## src/hw/rtl/stt_pkg.sv

```systemverilog
`default_nettype none

package stt_pkg;

  // Newline counter width and the width of the line number on the output
  localparam int unsigned LINE_BITS   = 32;
  localparam int unsigned LINE_NUM_W  = 32;

  // Decoupling queue between classifier and emitter
  localparam int unsigned QUEUE_DEPTH = 4;
  localparam int unsigned QUEUE_IDX_W = $clog2(QUEUE_DEPTH);
  localparam int unsigned QUEUE_CNT_W = $clog2(QUEUE_DEPTH + 1);

  typedef logic [LINE_BITS-1:0] line_cnt_t;

  typedef enum logic {
    KIND_TEXT = 1'b0,
    KIND_EOI  = 1'b1
  } in_kind_e;

  typedef enum logic {
    RES_CHAR = 1'b0,
    RES_END  = 1'b1
  } res_kind_e;

  typedef enum logic [1:0] {
    TOK_STRING  = 2'd0,
    TOK_WORD    = 2'd1,
    TOK_SPECIAL = 2'd2
  } tok_type_e;

  localparam logic [7:0] CH_QUOTE = 8'h22;
  localparam logic [7:0] CH_SPACE = 8'h20;
  localparam logic [7:0] CH_LF    = 8'h0A;
  localparam logic [7:0] CH_TAB   = 8'h09;
  localparam logic [7:0] CH_CR    = 8'h0D;
  localparam logic [7:0] CH_LC_A  = 8'h61;
  localparam logic [7:0] CH_LC_Z  = 8'h7A;
  localparam logic [7:0] CH_UC_A  = 8'h41;
  localparam logic [7:0] CH_UC_Z  = 8'h5A;
  localparam logic [7:0] CH_DIG_0 = 8'h30;
  localparam logic [7:0] CH_DIG_9 = 8'h39;

  // One classified byte: up to three results, always in this order:
  // word end marker, token character, closing end marker.
  typedef struct packed {
    logic                  word_end;
    logic                  char_v;
    logic                  tail_end;
    logic [7:0]            char_byte;
    tok_type_e             char_type;
    tok_type_e             end_type;
    logic                  unterm;
    logic [LINE_NUM_W-1:0] line;
  } op_t;

  function automatic logic is_space(logic [7:0] c);
    return (c == CH_SPACE) || (c == CH_LF) || (c == CH_TAB) || (c == CH_CR);
  endfunction

  function automatic logic is_alnum(logic [7:0] c);
    return ((c >= CH_LC_A) && (c <= CH_LC_Z)) ||
           ((c >= CH_UC_A) && (c <= CH_UC_Z)) ||
           ((c >= CH_DIG_0) && (c <= CH_DIG_9));
  endfunction

  // Low bits of the counter, zero extended when the counter is narrower
  function automatic logic [LINE_NUM_W-1:0] line_view(line_cnt_t c);
    logic [63:0] w;
    w = 64'(c);
    return w[LINE_NUM_W-1:0];
  endfunction

endpackage

`default_nettype wire

```

## src/hw/rtl/stt_if.sv

```systemverilog
`default_nettype none

interface stt_in_if import stt_pkg::*; ();
  logic       valid;
  logic       ready;
  logic       kind;
  logic [7:0] text_byte;

  modport source (output valid, output kind, output text_byte, input ready);
  modport sink   (input valid, input kind, input text_byte, output ready);
endinterface

interface stt_out_if import stt_pkg::*; ();
  logic                  valid;
  logic                  ready;
  logic                  result_kind;
  logic [7:0]            token_byte;
  logic [1:0]            token_type;
  logic [LINE_NUM_W-1:0] line_number;
  logic                  unterminated;
  logic                  last_of_run;

  modport source (output valid, output result_kind, output token_byte, output token_type,
                  output line_number, output unterminated, output last_of_run,
                  input ready);
  modport sink   (input valid, input result_kind, input token_byte, input token_type,
                  input line_number, input unterminated, input last_of_run,
                  output ready);
endinterface

`default_nettype wire

```

## src/hw/rtl/source_text_tokenizer.sv

```systemverilog
// Channel   Dir  Carries                                        Moves when
// in_i      in   kind, text_byte                                valid & ready
// out_o     out  result_kind, token_byte, token_type,           valid & ready
//                line_number, unterminated, last_of_run
//
// The classifier takes one byte per cycle while the 4-entry op queue has room.
// The emitter sends one result per cycle while out_o is ready, and a byte
// makes up to three results, or none; the emitter sets the sustained rate.
// Reset is asynchronous and clears all token state and the newline counter.
// A stalled output holds in its register; the queue absorbs bursts up front.
`default_nettype none

module source_text_tokenizer import stt_pkg::*; (
  input  wire logic clk_i,
  input  wire logic rst_ni,
  stt_in_if.sink    in_i,
  stt_out_if.source out_o
);

  // classifier -> queue
  logic push;
  op_t  push_op;
  logic full;

  // queue -> emitter
  logic q_valid;
  op_t  q_op;
  logic pop;

  // Front: tracks string/word state and line count, turns each byte into
  // a compact op describing its results in emission order.
  stt_front u_front (
    .clk_i  (clk_i),
    .rst_ni (rst_ni),
    .in_i   (in_i),
    .full_i (full),
    .push_o (push),
    .op_o   (push_op)
  );

  // Short queue so a stalled output does not block byte intake at once.
  stt_queue u_queue (
    .clk_i   (clk_i),
    .rst_ni  (rst_ni),
    .push_i  (push),
    .op_i    (push_op),
    .full_o  (full),
    .pop_i   (pop),
    .valid_o (q_valid),
    .op_o    (q_op)
  );

  // Back: walks the op's results one per transfer into the output register,
  // flags the final one and pops the op as that one loads.
  stt_back u_back (
    .clk_i   (clk_i),
    .rst_ni  (rst_ni),
    .valid_i (q_valid),
    .op_i    (q_op),
    .pop_o   (pop),
    .out_o   (out_o)
  );

endmodule

`default_nettype wire

```

## src/hw/rtl/stt_front.sv

```systemverilog
`default_nettype none

module stt_front import stt_pkg::*; (
  input  wire logic clk_i,
  input  wire logic rst_ni,
  stt_in_if.sink    in_i,
  input  wire logic full_i,
  output logic      push_o,
  output op_t       op_o
);

  logic      str_q, str_d;
  logic      word_q, word_d;
  logic      has_q, has_d;
  line_cnt_t cnt_q, cnt_d;
  logic      accept;
  logic      eoi;
  logic [7:0] c;
  op_t       op;

  assign in_i.ready = !full_i;
  assign accept     = in_i.valid && in_i.ready;
  assign eoi        = (in_i.kind == KIND_EOI);
  assign c          = in_i.text_byte;

  always_comb begin
    op           = '0;
    op.char_type = TOK_STRING;
    op.end_type  = TOK_STRING;
    str_d        = str_q;
    word_d       = word_q;
    has_d        = has_q;
    cnt_d        = cnt_q;
    if (eoi) begin
      // at most one of word / string is open
      op.word_end = word_q;
      op.tail_end = str_q;
      op.unterm   = str_q;
      op.line     = line_view(cnt_q);
      str_d       = 1'b0;
      word_d      = 1'b0;
      has_d       = 1'b0;
      cnt_d       = '0;
    end else begin
      if ((c == CH_LF) && (cnt_q != '1)) begin
        cnt_d = cnt_q + line_cnt_t'(1);
      end
      op.line = line_view(cnt_d);
      priority if (c == CH_QUOTE) begin
        if (str_q) begin
          op.tail_end = has_q;  // empty string gives nothing
          str_d       = 1'b0;
        end else begin
          op.word_end = word_q;
          word_d      = 1'b0;
          str_d       = 1'b1;
        end
        has_d = 1'b0;
      end else if (str_q) begin
        op.char_v    = 1'b1;
        op.char_byte = c;
        has_d        = 1'b1;
      end else if (is_space(c)) begin
        op.word_end = word_q;
        word_d      = 1'b0;
      end else if (is_alnum(c)) begin
        op.char_v    = 1'b1;
        op.char_byte = c;
        op.char_type = TOK_WORD;
        word_d       = 1'b1;
      end else begin
        op.word_end  = word_q;
        word_d       = 1'b0;
        op.char_v    = 1'b1;
        op.char_byte = c;
        op.char_type = TOK_SPECIAL;
        op.tail_end  = 1'b1;
        op.end_type  = TOK_SPECIAL;
      end
    end
  end

  assign push_o = accept && (op.word_end || op.char_v || op.tail_end);
  assign op_o   = op;

  always_ff @(posedge clk_i or negedge rst_ni) begin
    if (!rst_ni) begin
      str_q  <= 1'b0;
      word_q <= 1'b0;
      has_q  <= 1'b0;
      cnt_q  <= '0;
    end else if (accept) begin
      str_q  <= str_d;
      word_q <= word_d;
      has_q  <= has_d;
      cnt_q  <= cnt_d;
    end
  end

endmodule

`default_nettype wire

```

## src/hw/rtl/stt_queue.sv

```systemverilog
`default_nettype none

module stt_queue import stt_pkg::*; (
  input  wire logic clk_i,
  input  wire logic rst_ni,
  input  wire logic push_i,
  input  wire op_t  op_i,
  output logic      full_o,
  input  wire logic pop_i,
  output logic      valid_o,
  output op_t       op_o
);

  op_t                    mem_q [QUEUE_DEPTH];
  logic [QUEUE_IDX_W-1:0] wr_ptr_q;
  logic [QUEUE_IDX_W-1:0] rd_ptr_q;
  logic [QUEUE_CNT_W-1:0] count_q;
  logic                   do_push;
  logic                   do_pop;

  function automatic logic [QUEUE_IDX_W-1:0] ptr_inc(logic [QUEUE_IDX_W-1:0] p);
    return (p == QUEUE_IDX_W'(QUEUE_DEPTH - 1)) ? '0 : p + QUEUE_IDX_W'(1);
  endfunction

  assign full_o  = (count_q == QUEUE_CNT_W'(QUEUE_DEPTH));
  assign valid_o = (count_q != '0);
  assign op_o    = mem_q[rd_ptr_q];
  assign do_push = push_i && !full_o;
  assign do_pop  = pop_i && valid_o;

  always_ff @(posedge clk_i) begin
    if (do_push) begin
      mem_q[wr_ptr_q] <= op_i;
    end
  end

  always_ff @(posedge clk_i or negedge rst_ni) begin
    if (!rst_ni) begin
      wr_ptr_q <= '0;
      rd_ptr_q <= '0;
      count_q  <= '0;
    end else begin
      if (do_push) begin
        wr_ptr_q <= ptr_inc(wr_ptr_q);
      end
      if (do_pop) begin
        rd_ptr_q <= ptr_inc(rd_ptr_q);
      end
      if (do_push && !do_pop) begin
        count_q <= count_q + QUEUE_CNT_W'(1);
      end else if (do_pop && !do_push) begin
        count_q <= count_q - QUEUE_CNT_W'(1);
      end
    end
  end

endmodule

`default_nettype wire

```

## src/hw/rtl/stt_back.sv

```systemverilog
`default_nettype none

module stt_back import stt_pkg::*; (
  input  wire logic clk_i,
  input  wire logic rst_ni,
  input  wire logic valid_i,
  input  wire op_t  op_i,
  output logic      pop_o,
  stt_out_if.source out_o
);

  // bit 2: word end, bit 1: character, bit 0: closing end marker
  logic [2:0] done_q;
  logic [2:0] pending;
  logic [2:0] sel;
  logic       load;
  logic       last;

  logic                  out_valid_q;
  res_kind_e             rk_d, rk_q;
  logic [7:0]            byte_d, byte_q;
  tok_type_e             type_d, type_q;
  logic                  unterm_d, unterm_q;
  logic [LINE_NUM_W-1:0] line_q;
  logic                  last_q;

  assign pending = {op_i.word_end, op_i.char_v, op_i.tail_end} & ~done_q;
  assign load    = valid_i && (!out_valid_q || out_o.ready);

  always_comb begin
    sel      = 3'b001;
    rk_d     = RES_END;
    byte_d   = 8'h00;
    type_d   = op_i.end_type;
    unterm_d = op_i.unterm;
    priority if (pending[2]) begin
      sel      = 3'b100;
      type_d   = TOK_WORD;
      unterm_d = 1'b0;
    end else if (pending[1]) begin
      sel      = 3'b010;
      rk_d     = RES_CHAR;
      byte_d   = op_i.char_byte;
      type_d   = op_i.char_type;
      unterm_d = 1'b0;
    end else begin
      sel = 3'b001;
    end
  end

  assign last  = ((pending & ~sel) == 3'b000);
  assign pop_o = load && last;

  always_ff @(posedge clk_i or negedge rst_ni) begin
    if (!rst_ni) begin
      done_q      <= 3'b000;
      out_valid_q <= 1'b0;
    end else begin
      if (load) begin
        out_valid_q <= 1'b1;
        done_q      <= last ? 3'b000 : (done_q | sel);
      end else if (out_o.ready) begin
        out_valid_q <= 1'b0;
      end
    end
  end

  always_ff @(posedge clk_i) begin
    if (load) begin
      rk_q     <= rk_d;
      byte_q   <= byte_d;
      type_q   <= type_d;
      unterm_q <= unterm_d;
      line_q   <= op_i.line;
      last_q   <= last;
    end
  end

  assign out_o.valid        = out_valid_q;
  assign out_o.result_kind  = rk_q;
  assign out_o.token_byte   = byte_q;
  assign out_o.token_type   = type_q;
  assign out_o.line_number  = line_q;
  assign out_o.unterminated = unterm_q;
  assign out_o.last_of_run  = last_q;

endmodule

`default_nettype wire

```

## src/flat_wrapper.sv

```systemverilog
// flat-port wrapper written by rule: the top's interface ports become plain ports
module source_text_tokenizer_flat import stt_pkg::*;
  (clk_i, rst_ni, in_i_valid, in_i_kind, in_i_text_byte, in_i_ready, out_o_valid, out_o_result_kind, out_o_token_byte, out_o_token_type, out_o_line_number, out_o_unterminated, out_o_last_of_run, out_o_ready);
  stt_in_if in_i_i ();
  stt_out_if out_o_i ();
  input  wire logic clk_i;
  input  wire logic rst_ni;
  input wire logic [$bits(in_i_i.valid)-1:0] in_i_valid;
  input wire logic [$bits(in_i_i.kind)-1:0] in_i_kind;
  input wire logic [$bits(in_i_i.text_byte)-1:0] in_i_text_byte;
  output wire logic [$bits(in_i_i.ready)-1:0] in_i_ready;
  output wire logic [$bits(out_o_i.valid)-1:0] out_o_valid;
  output wire logic [$bits(out_o_i.result_kind)-1:0] out_o_result_kind;
  output wire logic [$bits(out_o_i.token_byte)-1:0] out_o_token_byte;
  output wire logic [$bits(out_o_i.token_type)-1:0] out_o_token_type;
  output wire logic [$bits(out_o_i.line_number)-1:0] out_o_line_number;
  output wire logic [$bits(out_o_i.unterminated)-1:0] out_o_unterminated;
  output wire logic [$bits(out_o_i.last_of_run)-1:0] out_o_last_of_run;
  input wire logic [$bits(out_o_i.ready)-1:0] out_o_ready;
  assign in_i_i.valid = in_i_valid;
  assign in_i_i.kind = in_i_kind;
  assign in_i_i.text_byte = in_i_text_byte;
  assign in_i_ready = in_i_i.ready;
  assign out_o_valid = out_o_i.valid;
  assign out_o_result_kind = out_o_i.result_kind;
  assign out_o_token_byte = out_o_i.token_byte;
  assign out_o_token_type = out_o_i.token_type;
  assign out_o_line_number = out_o_i.line_number;
  assign out_o_unterminated = out_o_i.unterminated;
  assign out_o_last_of_run = out_o_i.last_of_run;
  assign out_o_i.ready = out_o_ready;
  source_text_tokenizer u_core (.clk_i(clk_i), .rst_ni(rst_ni), .in_i(in_i_i), .out_o(out_o_i));
endmodule
```

## config.mk

```make
export PLATFORM = sky130hd
export DESIGN_NAME = source_text_tokenizer_flat
export DESIGN_NICKNAME = d
export VERILOG_FILES = /design/src/hw/rtl/stt_pkg.sv /design/src/hw/rtl/stt_if.sv /design/src/hw/rtl/source_text_tokenizer.sv /design/src/hw/rtl/stt_front.sv /design/src/hw/rtl/stt_queue.sv /design/src/hw/rtl/stt_back.sv /design/src/flat_wrapper.sv
export SDC_FILE = /design/constraint.sdc
export NUM_CORES = 1
export LEC_CHECK = 0
export ABC_AREA = 1
export BUFFER_PORTS_ARGS = -buffer_cell sky130_fd_sc_hd__buf_2
export CAP_MARGIN = 20
export CELL_PAD_IN_SITES_DETAIL_PLACEMENT = 0
export CELL_PAD_IN_SITES_GLOBAL_PLACEMENT = 1
export CORE_MARGIN = 2
export CORE_UTILIZATION = 53
export CTS_CLUSTER_DIAMETER = 60
export DETAILED_ROUTE_END_ITERATION = 8
export HOLD_SLACK_MARGIN = 0.1
export PLACE_DENSITY = 0.9
export SLEW_MARGIN = 15
export SYNTH_ARGS = -nofsm -noshare
export SYNTH_HDL_FRONTEND = slang
export SYNTH_HIERARCHICAL = 1
export SYNTH_SLANG_ARGS = --single-unit
```

## constraint.sdc

```tcl
create_clock -name clk_i -period 5.85 [get_ports clk_i]
set_input_delay 0.8775 -clock clk_i [delete_from_list [all_inputs] [get_ports clk_i]]
set_output_delay 0.8775 -clock clk_i [all_outputs]
set_load 0.005 [all_outputs]
```

==> results by stage <==
Critical path:
- The peak fanout along the critical path is 29.
- The startpoint type of the worst setup path is a primary input.
- The capturing element type of the critical path is a flip-flop.
- The critical path is of the in -> reg type.
- Counting cells, the worst reg-to-reg path comes to 10.
- The start of the worst register-to-register path is u_core/u_queue/count_q[1]$_DFFE_PN0P_.
- The data arrival time of the critical path is 3.72 ns.
- The most critical setup path has its startpoint at in_i_text_byte[4].
- The required time at the endpoint of the critical path is 6.07 ns.
- The critical register-to-register path endpoint is u_core/u_queue/mem_q[3][41]$_DFFE_PP_.
- In this run the register-to-register setup slack is 2.50 ns.
- The critical path ends at u_core/u_queue/mem_q[3][41]$_DFFE_PP_.

Power and ir drop:
- The net switching power figure is 2.14 mW.
- The internal power contribution is 4.44 mW.
- The worst vdd rail ir drop is 310 uV.
- The combinational power share is 0.263.
- Dividing total power by cell area gives a power density of 447 nW/um2.
- The clock share of power is 0.282.
- The part of the power in registers is 0.455.
- The overall power after layout is 6.58 mW.
- The switching part of the total power is 0.326.
- The leakage power figure is 6.02 nW.

Floorplanning:
- Row generation in the floorplan step produced 58 rows.
- In this run the horizontal extent of the chip is 163 um.
- The floorplan die area is 26500 um2.
- The initial utilization of the core area, before any placement, comes to 0.534.
- The y dimension of the die is 163 um.
- After floorplanning, the core was sized to cover 25000 um2.
- Pin placement for this block handled 60 I/O pins.

Clock tree:
- The tree built by TritonCTS fans out to 283 sinks.
- The later pin in the worst-skew pair is clocked with a latency of 0.54 ns.
- The number of buffers created by CTS is 29.
- The maximum level of the CTS H-tree is 1.
- The buffers inserted during post-CTS setup optimization is 0.
- The CTS tree is yes.
- In this run the clock root is driven by a clkbuf_16.
- No sink is reached through more buffers than the 3 on the longest clock path.
- The count of instances resized after the clock tree is built is 0.
- The count of hold buffers inserted by post-cts repair is 0.
- The clock-pin slew on the worst setup and hold paths is 0.06 ns.

Logic synthesis:
- Counting flops with an async set or reset pin after synthesis yields a share of 0.163.
- The post-synthesis sequential area ratio is 0.620.
- The complex-gate fraction of the synthesized area is 0.0858.
- After synthesis, the largest family of logic cells by area is simple AND/OR/NAND/NOR gates.
- The XOR/XNOR share of the synthesized area is 0.00985.
- Ranked by instance count, the synthesized netlist is headed by 387 x nand2_1, 237 x edfxtp_1, 179 x inv_1.
- The synthesized-area fraction occupied by adder cells is 0.00807.
- Sorting the synthesized cells by area gives the leading types as edfxtp_1 53%, nand2_1 11%, dfrtp_1 8.6%, inv_1 5.0%, o211ai_1 3.9%.
- The cell accounting for the most synthesized area is edfxtp_1.
- The number of storage elements in the synthesis netlist is 283.
- The portion of synthesized area spent on multiplexers is 0.
- Synthesis produced 1314 cells.
- The share of synthesized area in the top cell type comes to 0.533.
- The number of flops mapped to enable cells by yosys is 237.
- The cell area that synthesis handed to floorplanning was 13300 um2.
- The synthesis warning total is 6.
- The count of different cell masters after synthesis is 32.
- The number of nets in the synthesized netlist is 1335.
- The mean instance size in the synthesized netlist is 10.2 um2.
- Of the total synthesized cell area, the portion taken by AND, OR, NAND and NOR gates is 0.191.
- The most common cell in the synthesized netlist is nand2_1.
- The prevailing post-synth register cell is edfxtp_1.

Timing:
- The final critical-path required period is 3.50 ns.
- Final hold analysis gives a worst-case slack of 0.480 ns.
- The worst pin sits at a relative slew slack of 0.292.
- The fmax is 286 MHz.
- The count of endpoints failing setup in the final report is 0.
- The clock skew after layout is 0.00903 ns.
- The total count of max-transition violations in the final report is 0.
- In the finished design, the share of the clock period the worst path needs comes to 0.598.
- The slew at the pin closest to its max-slew limit is 1.06 ns.
- Setup repair after global routing left no endpoint under its margin.
- Adding up every negative setup slack in the final design gives 0 ns.
- The hold violation total from the final report came to 0.

Detailed routing:
- The routed layout has 9059 vias.
- The final layout contains routed wiring with a total length of 28500 um.
- In the final routed layout, each cell accounts on average for 16.6 um.
- The violation count after the first detailed-route iteration is 718.
- The detailed-route vias per instance is 5.29.
- The detail route stage leaves a number of antenna-violating nets equal to 0.
- The number of optimization iterations in the first detailed-route pass is 5.
- The remaining design rule violation count is 0.

Job:
- The tool flagged a number of max-cap violations equal to 0.

Finish:
- The area growth from synthesis to final layout is 10.5%.
- After the last flow step, the layout net total stands at 1380.
- The share of post-route cells with drive strength above 1 is 0.136.
- For this run, the number of standard cells in the final layout without fillers is 1711.
- The final antenna diode count is 0.
- The post-route core utilization is 0.590.

Global route:
- The all-layer global routing usage is 0.216.
- The via count of the first global-routing pass is 8676.
- The first global-routing pass estimated 45100 um of wire.
- The initial antenna violation count is 0.
- The aggregate global routing overflow is 0.
- The pin count of the biggest net entering global routing is 109.

Hold path:
- The worst min-delay path category is in -> async.

Run status:
- The run finished with clean final reports.

Placed design:
- After legalization and detailed placement, the total HPWL measured 18200 um.
- Once placement completed, the tool counted placed cells totaling 1657.
- The final RePlAce weighted congestion is 0.922.
- The count of buffers from port buffering is 59.
[state kept, by name (all words and copies together) (netlist names), 2 cells and up]
register / flops
u_core/u_queue/rd_ptr_q: 2
u_core/u_back/out_o.line_number: 32
u_core/u_queue/mem_q: 192
u_core/u_back/out_o.token_type: 2
u_core/u_back/out_o.token_byte: 8
u_core/u_queue/wr_ptr_q: 2
u_core/u_front/cnt_q: 32
u_core/u_queue/count_q: 3
u_core/u_back/done_q: 3
[placed cells by master, fill, tap and decap left out, types with 2 or more instances in the layout]
master     synthesis  final
edfxtp_1         237    237
xor2_1            13     13
o21ai_1           20     20
ha_1               7      7
o211ai_2          27     27
inv_6              0      2
o211ai_1          69     69
nor2_2             7      7
dfrtp_1           46     44
o21ai_0           24     24
inv_2              7      7
nand4_1           28     28
nor2_4             3      7
nor2_1            96     92
xnor2_1            2      2
bufinv_16          0      4
nand3_1           73     73
clkinv_2           0      9
clkinv_1           0      2
nand2_2           17     17
buf_2             14     59
nand2_1          387    387
a21oi_1            6      6
clkbuf_16          0     29
inv_1            179    179
buf_4              5     12
clkbuf_1          10      5
[worst min-delay path by stage]
stage / from / endpoint
2_1_floorplan: u_core/u_queue/count_q[2]$_DFFE_PN0P_ / u_core/u_queue/count_q[2]$_DFFE_PN0P_
3_3_place_gp: u_core/u_front/has_q$_DFFE_PN0P_ / u_core/u_front/has_q$_DFFE_PN0P_
3_5_place_dp: u_core/u_queue/count_q[2]$_DFFE_PN0P_ / u_core/u_queue/count_q[2]$_DFFE_PN0P_
4_1_cts: rst_ni / u_core/u_queue/count_q[1]$_DFFE_PN0P_
5_1_grt: rst_ni / u_core/u_queue/count_q[2]$_DFFE_PN0P_
6_report: rst_ni / u_core/u_queue/count_q[2]$_DFFE_PN0P_
[worst max-delay path: stages]
cell     delay [ns]
buf_2          0.10
inv_1          0.12
nand2_1        0.07
nor2_1         0.14
nand3_1        0.14
o21ai_0        0.17
inv_1          0.05
nand2_1        0.14
nor2_1         0.08
nor2_1         0.17
nand2_1        0.30
nor2_4         0.90
buf_4          0.44
[cells by family after synthesis]
logic type                 count (synthesis)
AOI/OAI and AO/OA                        150
buffers and inverters                    245
DFF                                      283
other                                      1
and+or+nand+nor                          612
adders and majority gates                  8
xor gates and xnor gates                  15
[power by group through the flow]
stage	clock network, mW	logic [mW]	registers (mW)
2_1_floorplan	0	1.34	2.96
3_3_place_gp	0	1.67	3.02
3_5_place_dp	0	1.73	3.03
4_1_cts	1.88	1.75	3.00
5_1_grt	1.96	1.94	3.05
6_report	1.85	1.73	2.99
[final cells by class]
type / instances / area (um2)
clock inverter: 18 / 198
sequential: 283 / 8270
inverter: 186 / 698
multi-input combinational: 786 / 3960
tap: 330 / 413
clock buffer: 35 / 758
fill: 2077 / 10200
timing repair buffer: 73 / 433
[per-stage QoR]
step	instance area (um2)	worst slack [ns]
detailed placement	13800	1.82
global placement	13700	1.78
CTS	14700	2.37
floorplan	13300	1.47
finish	14700	2.35
global route	14700	2.09
[metal layers]
layer | vias up | share of wire | GRT usage
li1 | 4457 | - | -
met1 | 4343 | 0.44 | 0.302
met2 | 231 | 0.49 | 0.365
met3 | 28 | 0.055 | 0.0311
met4 | 0 | 0.013 | 0.0447
met5 | - | 0 | 0
Power figures use the tool's default switching activity.
